$ cat src/rtl/core/smds_pkg.sv
package smds_pkg;

  typedef enum logic [3:0] {
    OP_PUSH  = 4'd0,
    OP_ADD   = 4'd1,
    OP_SUB   = 4'd2,
    OP_MUL   = 4'd3,
    OP_DIV   = 4'd4,
    OP_EQ    = 4'd5,
    OP_ZERO  = 4'd6,
    OP_DROP  = 4'd7,
    OP_DUP   = 4'd8,
    OP_SWAP  = 4'd9,
    OP_OVER  = 4'd10,
    OP_PICK  = 4'd11,
    OP_ROT   = 4'd12,
    OP_2SWAP = 4'd13,
    OP_DEPTH = 4'd14,
    OP_POP   = 4'd15
  } op_t;

  typedef enum logic [2:0] {
    ERR_OK       = 3'd0,
    ERR_OVERFLOW = 3'd1,
    ERR_UNDERFLOW = 3'd2,
    ERR_FEW      = 3'd3,
    ERR_DIVZERO  = 3'd4
  } err_t;

  // datapath commands
  typedef enum logic [3:0] {
    DC_NONE,
    DC_RD,      // read entry count-off into one of the operand registers
    DC_WR,      // write selected value to entry count-off
    DC_MULDIV,  // start iterative unit
    DC_CNT      // set count
  } dcmd_t;

  typedef enum logic [2:0] {
    WS_LIT, WS_ALU, WS_A, WS_B, WS_C, WS_D, WS_CNT
  } wsel_t;

  typedef struct packed {
    dcmd_t      cmd;
    logic [1:0] rd_dst;
    logic [2:0] off;
    wsel_t      wsel;
    logic [3:0] op;
    logic       cnt_set;   // for DC_CNT: 0 clear, 1 apply delta
    logic signed [2:0] cnt_delta;
    logic       ld_pick;   // read offset from register a
    logic       tv_ld;     // load top value register from read data
    logic       lit_ld;    // capture literal at input transfer
  } ctl_t;

  typedef struct packed {
    logic       md_busy;
    logic       b_zero;
    logic       ab_eq;
    logic       a_zero;
  } sts_t;

endpackage

$ cat src/rtl/core/smds_ctrl.sv
module smds_ctrl import smds_pkg::*; #(
  parameter int STACK_DEPTH = 64,
  parameter int CW = 7
) (
  input  logic          clk,
  input  logic          rst_n,
  input  logic          in_valid,
  output logic          in_stall,
  input  logic [3:0]    in_req_type,
  output logic          out_valid,
  input  logic          out_stall,
  output logic [63:0]   out_top_value,
  output logic [6:0]    out_stack_depth,
  output logic [63:0]   out_popped_value,
  output logic          out_popped_valid,
  output logic [2:0]    out_error_code,
  output ctl_t          ctl,
  input  sts_t          sts,
  input  logic [CW-1:0] count,
  input  logic [63:0]   opa,
  input  logic [63:0]   topv
);

  typedef enum logic [3:0] {
    S_IDLE, S_RD, S_WAIT, S_EXEC, S_MD, S_WB, S_TOP, S_TW, S_OUT
  } state_t;

  state_t state_r, state_nxt;
  op_t op_r, op_nxt;
  logic [2:0] step_r, step_nxt;
  logic [2:0] wait_r, wait_nxt;
  err_t err_r, err_nxt;
  logic [63:0] pop_r, pop_nxt;
  logic pv_r, pv_nxt;
  logic ov_r, ov_nxt;
  logic [CW-1:0] c_r, c_nxt;
  localparam logic [CW-1:0] FULL = CW'(STACK_DEPTH);

  assign in_stall = (state_r != S_IDLE) || ov_r;
  assign out_valid = ov_r;
  assign out_stack_depth = 7'(count);
  assign out_popped_value = pop_r;
  assign out_popped_valid = pv_r;
  assign out_error_code = err_r;
  assign out_top_value = (count == '0) ? 64'd0 : topv;

  function automatic logic [2:0] nreads(op_t o);
    case (o)
      OP_ADD, OP_SUB, OP_MUL, OP_DIV, OP_EQ, OP_SWAP: nreads = 3'd2;
      OP_ZERO, OP_DUP, OP_PICK, OP_POP: nreads = 3'd1;
      OP_OVER: nreads = 3'd2;
      OP_ROT: nreads = 3'd3;
      OP_2SWAP: nreads = 3'd4;
      default: nreads = 3'd0;
    endcase
  endfunction

  function automatic logic [2:0] need(op_t o);
    case (o)
      OP_ADD, OP_SUB, OP_MUL, OP_DIV, OP_EQ, OP_SWAP, OP_OVER: need = 3'd2;
      OP_ZERO, OP_DUP: need = 3'd1;
      OP_ROT: need = 3'd3;
      OP_2SWAP: need = 3'd4;
      default: need = 3'd0;
    endcase
  endfunction

  always_comb begin
    state_nxt = state_r;
    op_nxt = op_r;
    step_nxt = step_r;
    wait_nxt = wait_r;
    err_nxt = err_r;
    pop_nxt = pop_r;
    pv_nxt = pv_r;
    ov_nxt = ov_r;
    c_nxt = c_r;
    ctl = '0;
    ctl.cmd = DC_NONE;
    ctl.wsel = WS_LIT;
    ctl.op = op_r;
    if (ov_r && !out_stall) ov_nxt = 1'b0;
    case (state_r)
      S_IDLE: begin
        if (in_valid && !ov_r) begin
          ctl.lit_ld = 1'b1;
          op_nxt = op_t'(in_req_type);
          err_nxt = ERR_OK;
          pv_nxt = 1'b0;
          pop_nxt = 64'd0;
          step_nxt = 3'd0;
          c_nxt = count;
          if (CW'(need(op_t'(in_req_type))) > count) begin
            err_nxt = ERR_FEW;
            state_nxt = S_WB;
          end else if (op_t'(in_req_type) == OP_DROP || op_t'(in_req_type) == OP_PICK)
          begin
            if (count == '0) begin
              err_nxt = ERR_UNDERFLOW;
              state_nxt = S_WB;
            end else state_nxt = S_RD;
          end else if (op_t'(in_req_type) == OP_POP && count == '0) begin
            state_nxt = S_TOP;
          end else state_nxt = S_RD;
        end
      end
      S_RD: begin
        if (step_r < nreads(op_r)) begin
          ctl.cmd = DC_RD;
          ctl.off = step_r + 3'd1;
          ctl.rd_dst = (op_r == OP_OVER) ? 2'(3'd1 - step_r) : 2'(step_r);
          // a=top first for unary; for binary a=second, b=top
          if (nreads(op_r) == 3'd2 && op_r != OP_OVER) ctl.rd_dst = 2'(3'd1 - step_r);
          step_nxt = step_r + 3'd1;
        end else begin
          wait_nxt = 3'd3;
          state_nxt = S_WAIT;
        end
      end
      S_WAIT: begin
        if (wait_r == 3'd0) begin
          state_nxt = S_EXEC;
          step_nxt = 3'd0;
        end else wait_nxt = wait_r - 3'd1;
      end
      S_EXEC: begin
        step_nxt = step_r + 3'd1;
        case (op_r)
          OP_PUSH, OP_DUP, OP_OVER, OP_DEPTH: begin
            if (count == FULL) begin
              err_nxt = ERR_OVERFLOW;
            end else begin
              ctl.cmd = DC_WR;
              ctl.off = 3'd0;
              ctl.wsel = (op_r == OP_PUSH) ? WS_LIT : (op_r == OP_DEPTH) ? WS_CNT :
                         (op_r == OP_DUP) ? WS_A : WS_A;
              c_nxt = count + CW'(1);
            end
            state_nxt = S_WB;
          end
          OP_ADD, OP_SUB, OP_EQ: begin
            ctl.cmd = DC_WR; ctl.off = 3'd2; ctl.wsel = WS_ALU;
            c_nxt = count - CW'(1);
            state_nxt = S_WB;
          end
          OP_MUL, OP_DIV: begin
            if (op_r == OP_DIV && sts.b_zero) begin
              err_nxt = ERR_DIVZERO;
              state_nxt = S_WB;
            end else begin
              ctl.cmd = DC_MULDIV;
              state_nxt = S_MD;
            end
          end
          OP_ZERO: begin
            ctl.cmd = DC_WR; ctl.off = 3'd1; ctl.wsel = WS_ALU;
            state_nxt = S_WB;
          end
          OP_DROP: begin
            c_nxt = count - CW'(1);
            state_nxt = S_WB;
          end
          OP_POP: begin
            pop_nxt = opa; pv_nxt = 1'b1;
            c_nxt = count - CW'(1);
            state_nxt = S_WB;
          end
          OP_SWAP: begin
            ctl.cmd = DC_WR;
            ctl.off = step_r[0] ? 3'd2 : 3'd1;
            ctl.wsel = step_r[0] ? WS_B : WS_A;
            if (step_r[0]) state_nxt = S_WB;
          end
          OP_ROT: begin
            // a=top,b=second,c=third
            ctl.cmd = DC_WR;
            case (step_r)
              3'd0: begin ctl.off = 3'd3; ctl.wsel = WS_B; end
              3'd1: begin ctl.off = 3'd2; ctl.wsel = WS_A; end
              default: begin ctl.off = 3'd1; ctl.wsel = WS_C; state_nxt = S_WB; end
            endcase
          end
          OP_2SWAP: begin
            ctl.cmd = DC_WR;
            case (step_r)
              3'd0: begin ctl.off = 3'd4; ctl.wsel = WS_B; end
              3'd1: begin ctl.off = 3'd3; ctl.wsel = WS_A; end
              3'd2: begin ctl.off = 3'd2; ctl.wsel = WS_D; end
              default: begin ctl.off = 3'd1; ctl.wsel = WS_C; state_nxt = S_WB; end
            endcase
          end
          OP_PICK: begin
            // a holds index; count is first decremented to drop it
            if (step_r == 3'd0) begin
              if (opa[63] || opa == 64'd0 || opa > 64'(count - CW'(1))) begin
                err_nxt = ERR_FEW;
                state_nxt = S_WB;
              end else begin
                ctl.cmd = DC_CNT; ctl.cnt_set = 1'b1; ctl.cnt_delta = -3'sd1;
              end
            end else if (step_r == 3'd1) begin
              ctl.cmd = DC_NONE;
            end else begin
              state_nxt = S_TW;
              wait_nxt = 3'd0;
            end
          end
          default: state_nxt = S_WB;
        endcase
      end
      S_MD: begin
        if (!sts.md_busy) begin
          ctl.cmd = DC_WR; ctl.off = 3'd2; ctl.wsel = WS_ALU;
          c_nxt = count - CW'(1);
          state_nxt = S_WB;
        end
      end
      S_TW: begin
        // pick read addressed by the index in a
        case (wait_r)
          3'd0: begin ctl.cmd = DC_RD; ctl.ld_pick = 1'b1; ctl.rd_dst = 2'd2;
                      wait_nxt = 3'd1; end
          3'd1, 3'd2, 3'd3: wait_nxt = wait_r + 3'd1;
          default: begin
            if (count == FULL) err_nxt = ERR_OVERFLOW;
            else begin
              ctl.cmd = DC_WR; ctl.off = 3'd0; ctl.wsel = WS_C;
              c_nxt = count + CW'(1);
            end
            state_nxt = S_WB;
          end
        endcase
      end
      S_WB: begin
        ctl.cmd = DC_CNT;
        ctl.cnt_set = (err_r == ERR_OK);
        ctl.cnt_delta = 3'(c_r - count);
        state_nxt = S_TOP;
        wait_nxt = 3'd0;
      end
      S_TOP: begin
        case (wait_r)
          3'd0: begin ctl.off = 3'd1; ctl.tv_ld = 1'b1; wait_nxt = 3'd1; end
          3'd1, 3'd2: wait_nxt = wait_r + 3'd1;
          default: state_nxt = S_OUT;
        endcase
      end
      S_OUT: begin
        ov_nxt = 1'b1;
        state_nxt = S_IDLE;
      end
      default: state_nxt = S_IDLE;
    endcase
  end

  always_ff @(posedge clk) begin
    if (!rst_n) begin
      state_r <= S_IDLE;
      ov_r <= 1'b0;
      err_r <= ERR_OK;
      pv_r <= 1'b0;
      op_r <= OP_PUSH;
      step_r <= '0;
      wait_r <= '0;
      c_r <= '0;
    end else begin
      state_r <= state_nxt;
      ov_r <= ov_nxt;
      err_r <= err_nxt;
      pv_r <= pv_nxt;
      op_r <= op_nxt;
      step_r <= step_nxt;
      wait_r <= wait_nxt;
      c_r <= c_nxt;
    end
    pop_r <= pop_nxt;
  end

endmodule

$ cat config.mk
export PLATFORM = sky130hd
export DESIGN_NAME = smds_ctrl
export DESIGN_NICKNAME = d
export VERILOG_FILES = /design/src/rtl/core/smds_pkg.sv /design/src/rtl/core/smds_ctrl.sv
export SDC_FILE = /design/constraint.sdc
export NUM_CORES = 1
export LEC_CHECK = 0
export BUFFER_PORTS_ARGS = -buffer_cell sky130_fd_sc_hd__buf_4
export CAP_MARGIN = 20
export CORE_UTILIZATION = 49
export DETAILED_ROUTE_END_ITERATION = 7
export PLACE_DENSITY_LB_ADDON = 0.25
export SETUP_SLACK_MARGIN = 0.5
export SLEW_MARGIN = 20
export SYNTH_ARGS = -nofsm -noshare
export SYNTH_HDL_FRONTEND = slang
export SYNTH_SLANG_ARGS = --single-unit
$ cat constraint.sdc
create_clock -name clk -period 3.9 [get_ports clk]
set_input_delay 0 -clock clk [delete_from_list [all_inputs] [get_ports clk]]
set_output_delay 0 -clock clk [all_outputs]
set_load 0.1 [all_outputs]
* Word-level counts from Yosys, hierarchy flattened
Memory sizes are Yosys's and may differ from the RTL's. A register that Yosys moved wholly into a read port is not among the register bits.
Index checks and enable logic that the tools add are counted.
** Cells by class
- Add/sub/neg operators :: 8
- Multiply operators :: 0
- Div/mod/pow operators :: 0
- Order comparisons :: 3
- Equal/unequal tests :: 58
- Shift-type cells :: 0
- Muxes and demuxes :: 102
- Bitwise gates (word level) :: 0
- Reductions and logical operators :: 44
** Operators by type and width (number)
- $mux W64 :: 3
- $pmux W64 S2 :: 1
- $mux W4 :: 22
- $mux W3 :: 27
- $gt A64 B64 Y1 :: 1
- $logic_not A64 Y1 :: 1
- $eq A4 B4 Y1 const B :: 11
- $eq A4 B3 Y1 const B :: 9
- $pmux W6 S6 :: 1
- $pmux W4 S8 :: 1
- $mux W7 :: 4
- $pmux W7 S4 :: 1
- $pmux W3 S3 :: 3
- $pmux W4 S6 :: 1
- $ne A3 B3 Y1 const B :: 7
- $mux W2 :: 10
- $ne A2 B2 Y1 const B :: 10
- $pmux W4 S5 :: 1
- $pmux W3 S6 :: 1
- $pmux W6 S3 :: 1
- $eq A4 B2 Y1 const B :: 4
- $pmux W4 S4 :: 1
- $pmux W3 S5 :: 1
- $pmux W7 S2 :: 1
- 49 further kinds :: 92
** Storage, ports and cells
- Register bits after elaboration :: 90
- Latch bits :: 0
- Bits in writable memories :: 0
- Memory bits (read-only) :: 144
- Bits of input ports :: 147
- Output and inout port bits :: 164
- Logic and storage cells :: 227
- Memories kept :: 3
** Memory list
- (no name shown) :: depth 16, width 3, read ports 1, clocked after Yosys merged registers in 0, wr ports 0, RTL line smds_ctrl.sv:59 : case (o)
- (no name shown) :: depth 16, width 3, read ports 1, clocked after Yosys merged registers in 1, wr ports 0, RTL line smds_ctrl.sv:48 : case (o)
- (no name shown) :: depth 16, width 3, read ports 1, clocked after Yosys merged registers in 1, wr ports 0, RTL line smds_ctrl.sv:48

* Logic depth before layout (Yosys ltp)
- Depth after elaboration :: 10
- Mapped depth :: 14
- Depth with buffers taken out :: 14

* Worst setup path before layout
OpenSTA, ideal clock, no wires.
- Path type :: register -> output
- Start point :: reg op_r[0]
- End point :: out ctl[15] in the netlist's numbering
- Data arrival time :: 4.300 ns
- Data required time :: 3.900 ns
- Path slack :: -0.400 ns
- Cell stages (with the launch flop) :: 8
- Buffers on the path :: 2
- Path through :: dfxtp_1 > clkbuf_1 > clkbuf_1 > inv_1 > o32ai_1 > a21oi_1 > o31a_1 > o21ai_0
** RTL lines
- from (decl) :: RTL line smds_ctrl.sv:29 : op_t op_r, op_nxt;
- from (signal assigned) :: RTL line smds_ctrl.sv:271 : op_r <= op_nxt;
- to (decl) :: RTL line smds_ctrl.sv:17 : output ctl_t ctl,

==> summary.md <==
| Metric | Value |
|---|---|
| Die area | approximately 15000 µm² |
| Dominant cells by area after synthesis | edfxtp_1 26%, ha_1 15%, dfxtp_1 6.9% |
| Post-Layout Cell Count | 1337 |
| Critical path data required time | 3.90 ns |
| DP Cell Count | 1258 |
| Slack of the critical path | 0.642 ns |
| Clock share of power | 15.9% |
| # fillers | between 1000 and 1500 |
| Status | completed |
| Top-area cell type share of the netlist area | a little over a quarter |
| # diodes | 0 |
| Sequential-to-total area share from yosys stat | 33.4% |
| Wirelength per Cell | 17.3 µm |
| EDFF count, synth | 64 |
| RSZ-0062 raised after global routing | false |
| CTS clk-pin slew, worst paths | roughly 0.07 ns |
| Antenna-violating nets left | 0 |
| Vias per cell | ~5.5 |
| CTS buffer count | 9 |
| Largest net degree at the start of global routing | 71 |
| Vias in the first global route | roughly 7000 |
| DRT iter0 DRCs | 504 |
| Number of synthesis warnings | 0 |
| Sw frac | approximately 55% |
| Kind of start point of the critical path | input pin |
| Die width | between 100 and 150 µm |
| FF/Latch Area | 2420 µm² |
| IO buf count | between 300 and 400 |
| Placer congestion estimate | approximately 0.93 |
| Final setup fails | 0 |
| Crit path max-delay family | simple AND/OR/NAND/NOR gates |
| CP endpoint kind | output port |
| FMAX | between 300 and 400 MHz |
| Initial antenna violation count | 0 |
| # DRC | 0 |
| Worst Clk Skew | ~0.014 ns |
| Later-pin clock latency in the skew report | 0.36 ns |
| Io pins | 311 |
| Critical Path AT | between 3 and 4 ns |
| Main synth FF type | edfxtp_1 |
| Worst path max stage delay | 0.43 ns |
| Initial Utilization | ~50% |
| Core area | between 10000 and 15000 µm² |
| Worst VDD drop | ~0.33 mV |
| Total power | roughly 0.0062 W |
| Lkg Pwr | 4.78 nW |
| Critical Path Fanout Max | 7 |
| Total Routing Usage GR | 29.3% |
| Cell taking the most area after synthesis | edfxtp_1 |
| Place WS | roughly 0.5 ns |
| Post-synth cell types | 82 |
| Avg Synthesized Cell Area | 9.07 µm² |
| Buffers and inverters on the worst path | 4 |
| Setup TNS | 0 ns |
| Fin. Hold Viols | 0 |
| Post-synthesis net count | about 1000 |
| Final #Nets | approximately 1400 |
| Most numerous cell on the critical path | buf_4 |
| Pre-antenna DRT Iters | 5 |
| Clk buf depth | 2 |
| Slew Viols, Final | 0 |
| Cell Pwr Density | approximately 580 nW/µm² |
| Sequential power share | between 20% and 30% |
| Die H | roughly 120 µm |
| Layout area overhead | 46.6% |
| H-tree depth | 3 |
| Fin crit period | approximately 3.3 ns |
| DRT Wirelength | around 23000 µm |
| Most numerous cell in the Yosys netlist | ha_1 |
| Crit-path cells | buf_4 > inv_1 > ha_2 > or3b_4 > nor3_4 > xnor2_1 > ha_1 > nand2_1 > o21ai_0 > a221oi_2 > a31oi_1 > nor4_2 > buf_4 > o211ai_4 > o41ai_2 > buf_6 |
| Grt ovf | 0 |
| Worst Tran Pin Value | between 0.7 and 0.8 ns |
| DP Wirelength | roughly 17000 µm |
| Period utilization | a little over four fifths |
| Total vias in the final route | about 7400 |
| Comb power frac | between 50% and 60% |
| Maxcap violations | 0 |
| First-pass GRT wire length | roughly 34000 µm |
| Share of layout cells above drive strength 1 | 33.5% |
| CTS tree | done |
| Clk sinks | 89 |
| Switching power | 0.00336 W |
| Row count | 44 |
| Area of the multi-input gates | between 4000 and 5000 µm² |
| Slowest-stage cell, CP | or3b_4 |
| #FFs+latches synth | just under 90 |
| Hold Crit Class | input pin to flip-flop |
| Critical path type | input pin to output port |
| Fraction of registers with async set/reset | 0% |
| CTS Root Buffer Type | clkbuf_16 |
| Internal Pwr Total | approximately 0.0028 W |
| Relative slew slack | about half |
| Synth Cell Area | roughly 7300 µm² |
| Synth cell count leaders | 89 x ha_1, 72 x nor2b_1, 66 x nand2_1, 65 x and2_1, 64 x edfxtp_1 |
| Cells after Synth | ~800 |
layout by cell type (no fill, tap or decap), types with 9 or more instances in the layout:
| cell type | n |
|---|---|
| clkbuf_16 | 9 |
| nand2b_1 | 11 |
| nor2b_1 | 72 |
| ha_1 | 88 |
| nor3_1 | 11 |
| nor4_1 | 19 |
| nand3_1 | 15 |
| o21ai_0 | 29 |
| and2_1 | 65 |
| o21ai_1 | 10 |
| inv_1 | 31 |
| buf_4 | 312 |
| edfxtp_1 | 64 |
| nor2_1 | 50 |
| nand4_1 | 16 |
| nand2_1 | 64 |
| a21oi_1 | 59 |
| dlygate4sd3_1 | 62 |
| dfxtp_1 | 25 |
tightest hold or removal path, delay by kind of cell:
family,cells,cell delay (ns)
AO/OA/AOI/OAI,1,0.10
buffers and inverters,1,0.08
AND/OR/NAND/NOR,2,0.14
final cells by class:
cell class                      instances  area share (%)
Multi-Input combinational cell        640            42.8
Timing Repair Buffer                  377            28.1
Sequential cell                        89            22.7
Tap cell                              184            2.16
Clock buffer                            9            2.11
Inverter                               31            1.09
Clock inverter                          7           0.928
power by group through the flow:
| stage | logic (W) | registers (W) | clock network, W |
|---|---|---|---|
| 2_1_floorplan | 0.00154 | 0.00278 | 0 |
| 3_3_place_gp | 0.00357 | 0.00151 | 0 |
| 3_5_place_dp | 0.00360 | 0.00152 | 0 |
| 4_1_cts | 0.00366 | 0.00150 | 0.000981 |
| 5_1_grt | 0.00386 | 0.00153 | 0.00101 |
| 6_report | 0.00368 | 0.00150 | 0.000979 |
sequential cells by signal, summed over array words and instances (netlist names), named ones only:
name / cells
out_popped_value: 64
state_r: 4
out_popped_valid: 1
c_r: 3
step_r: 3
op_r: 4
out_error_code: 3
wait_r: 3
out_valid: 1
path summary, 6_finish.rpt:
kind / slack (ns) / endpoint / start / depth (start not counted)
max: 0.64 / ctl[6] / count[1] / 16
min: 0.001 / out_valid / out_stall / 4
max reg2reg: 1.19 / state_r[0] / state_r[0] / 8
min reg2reg: 0.50 / c_r[0] / c_r[0] / 2
metrics by stage:
stage | util (%) | hold slack [ns] | area (µm²)
final | 73.5 | 0.00121 | 10600
after CTS | 73.2 | 0.00618 | 10600
after global placement | 66.6 | 0.302 | 9650
after global routing | 73.5 | 0.0135 | 10600
after floorplan | - | 0.170 | 7290
after detailed placement | 66.6 | 0.308 | 9650
logic make-up (layout without fill, tap and decap cells):
group                      Yosys count  after routing  share of synthesized area (%)
and+or+nand+nor                    369            369                           29.2
AOI/OAI and AO/OA                  164            164                           14.7
adders and majority gates           90             90                           15.6
DFF                                 89             89                           33.4
buffers and inverters               72            424                           5.01
xor gates and xnor gates            10             10                           1.21
muxes                                6              6                          0.896
other                                1              1                         0.0516
metal layers:
layer / up-vias / track usage [%] / routed length, µm
li1: 3585 / - / -
met1: 3396 / 35.2 / 9320
met2: 366 / 50.9 / 11300
met3: 65 / 5.40 / 1740
met4: 0 / 12.9 / 718
met5: - / 0 / 0
what timing repair did:
| action | in CTS | in global routing |
|---|---|---|
| buffers inserted | 0 | 1 |
| hold buffers | 62 | 0 |
| setup endpoints to repair | 0 | 5 |
| resized for setup | 0 | 10 |
| endpoints found under the hold margin | 62 | 0 |
Note: power is estimated with default switching activity, not from simulation.
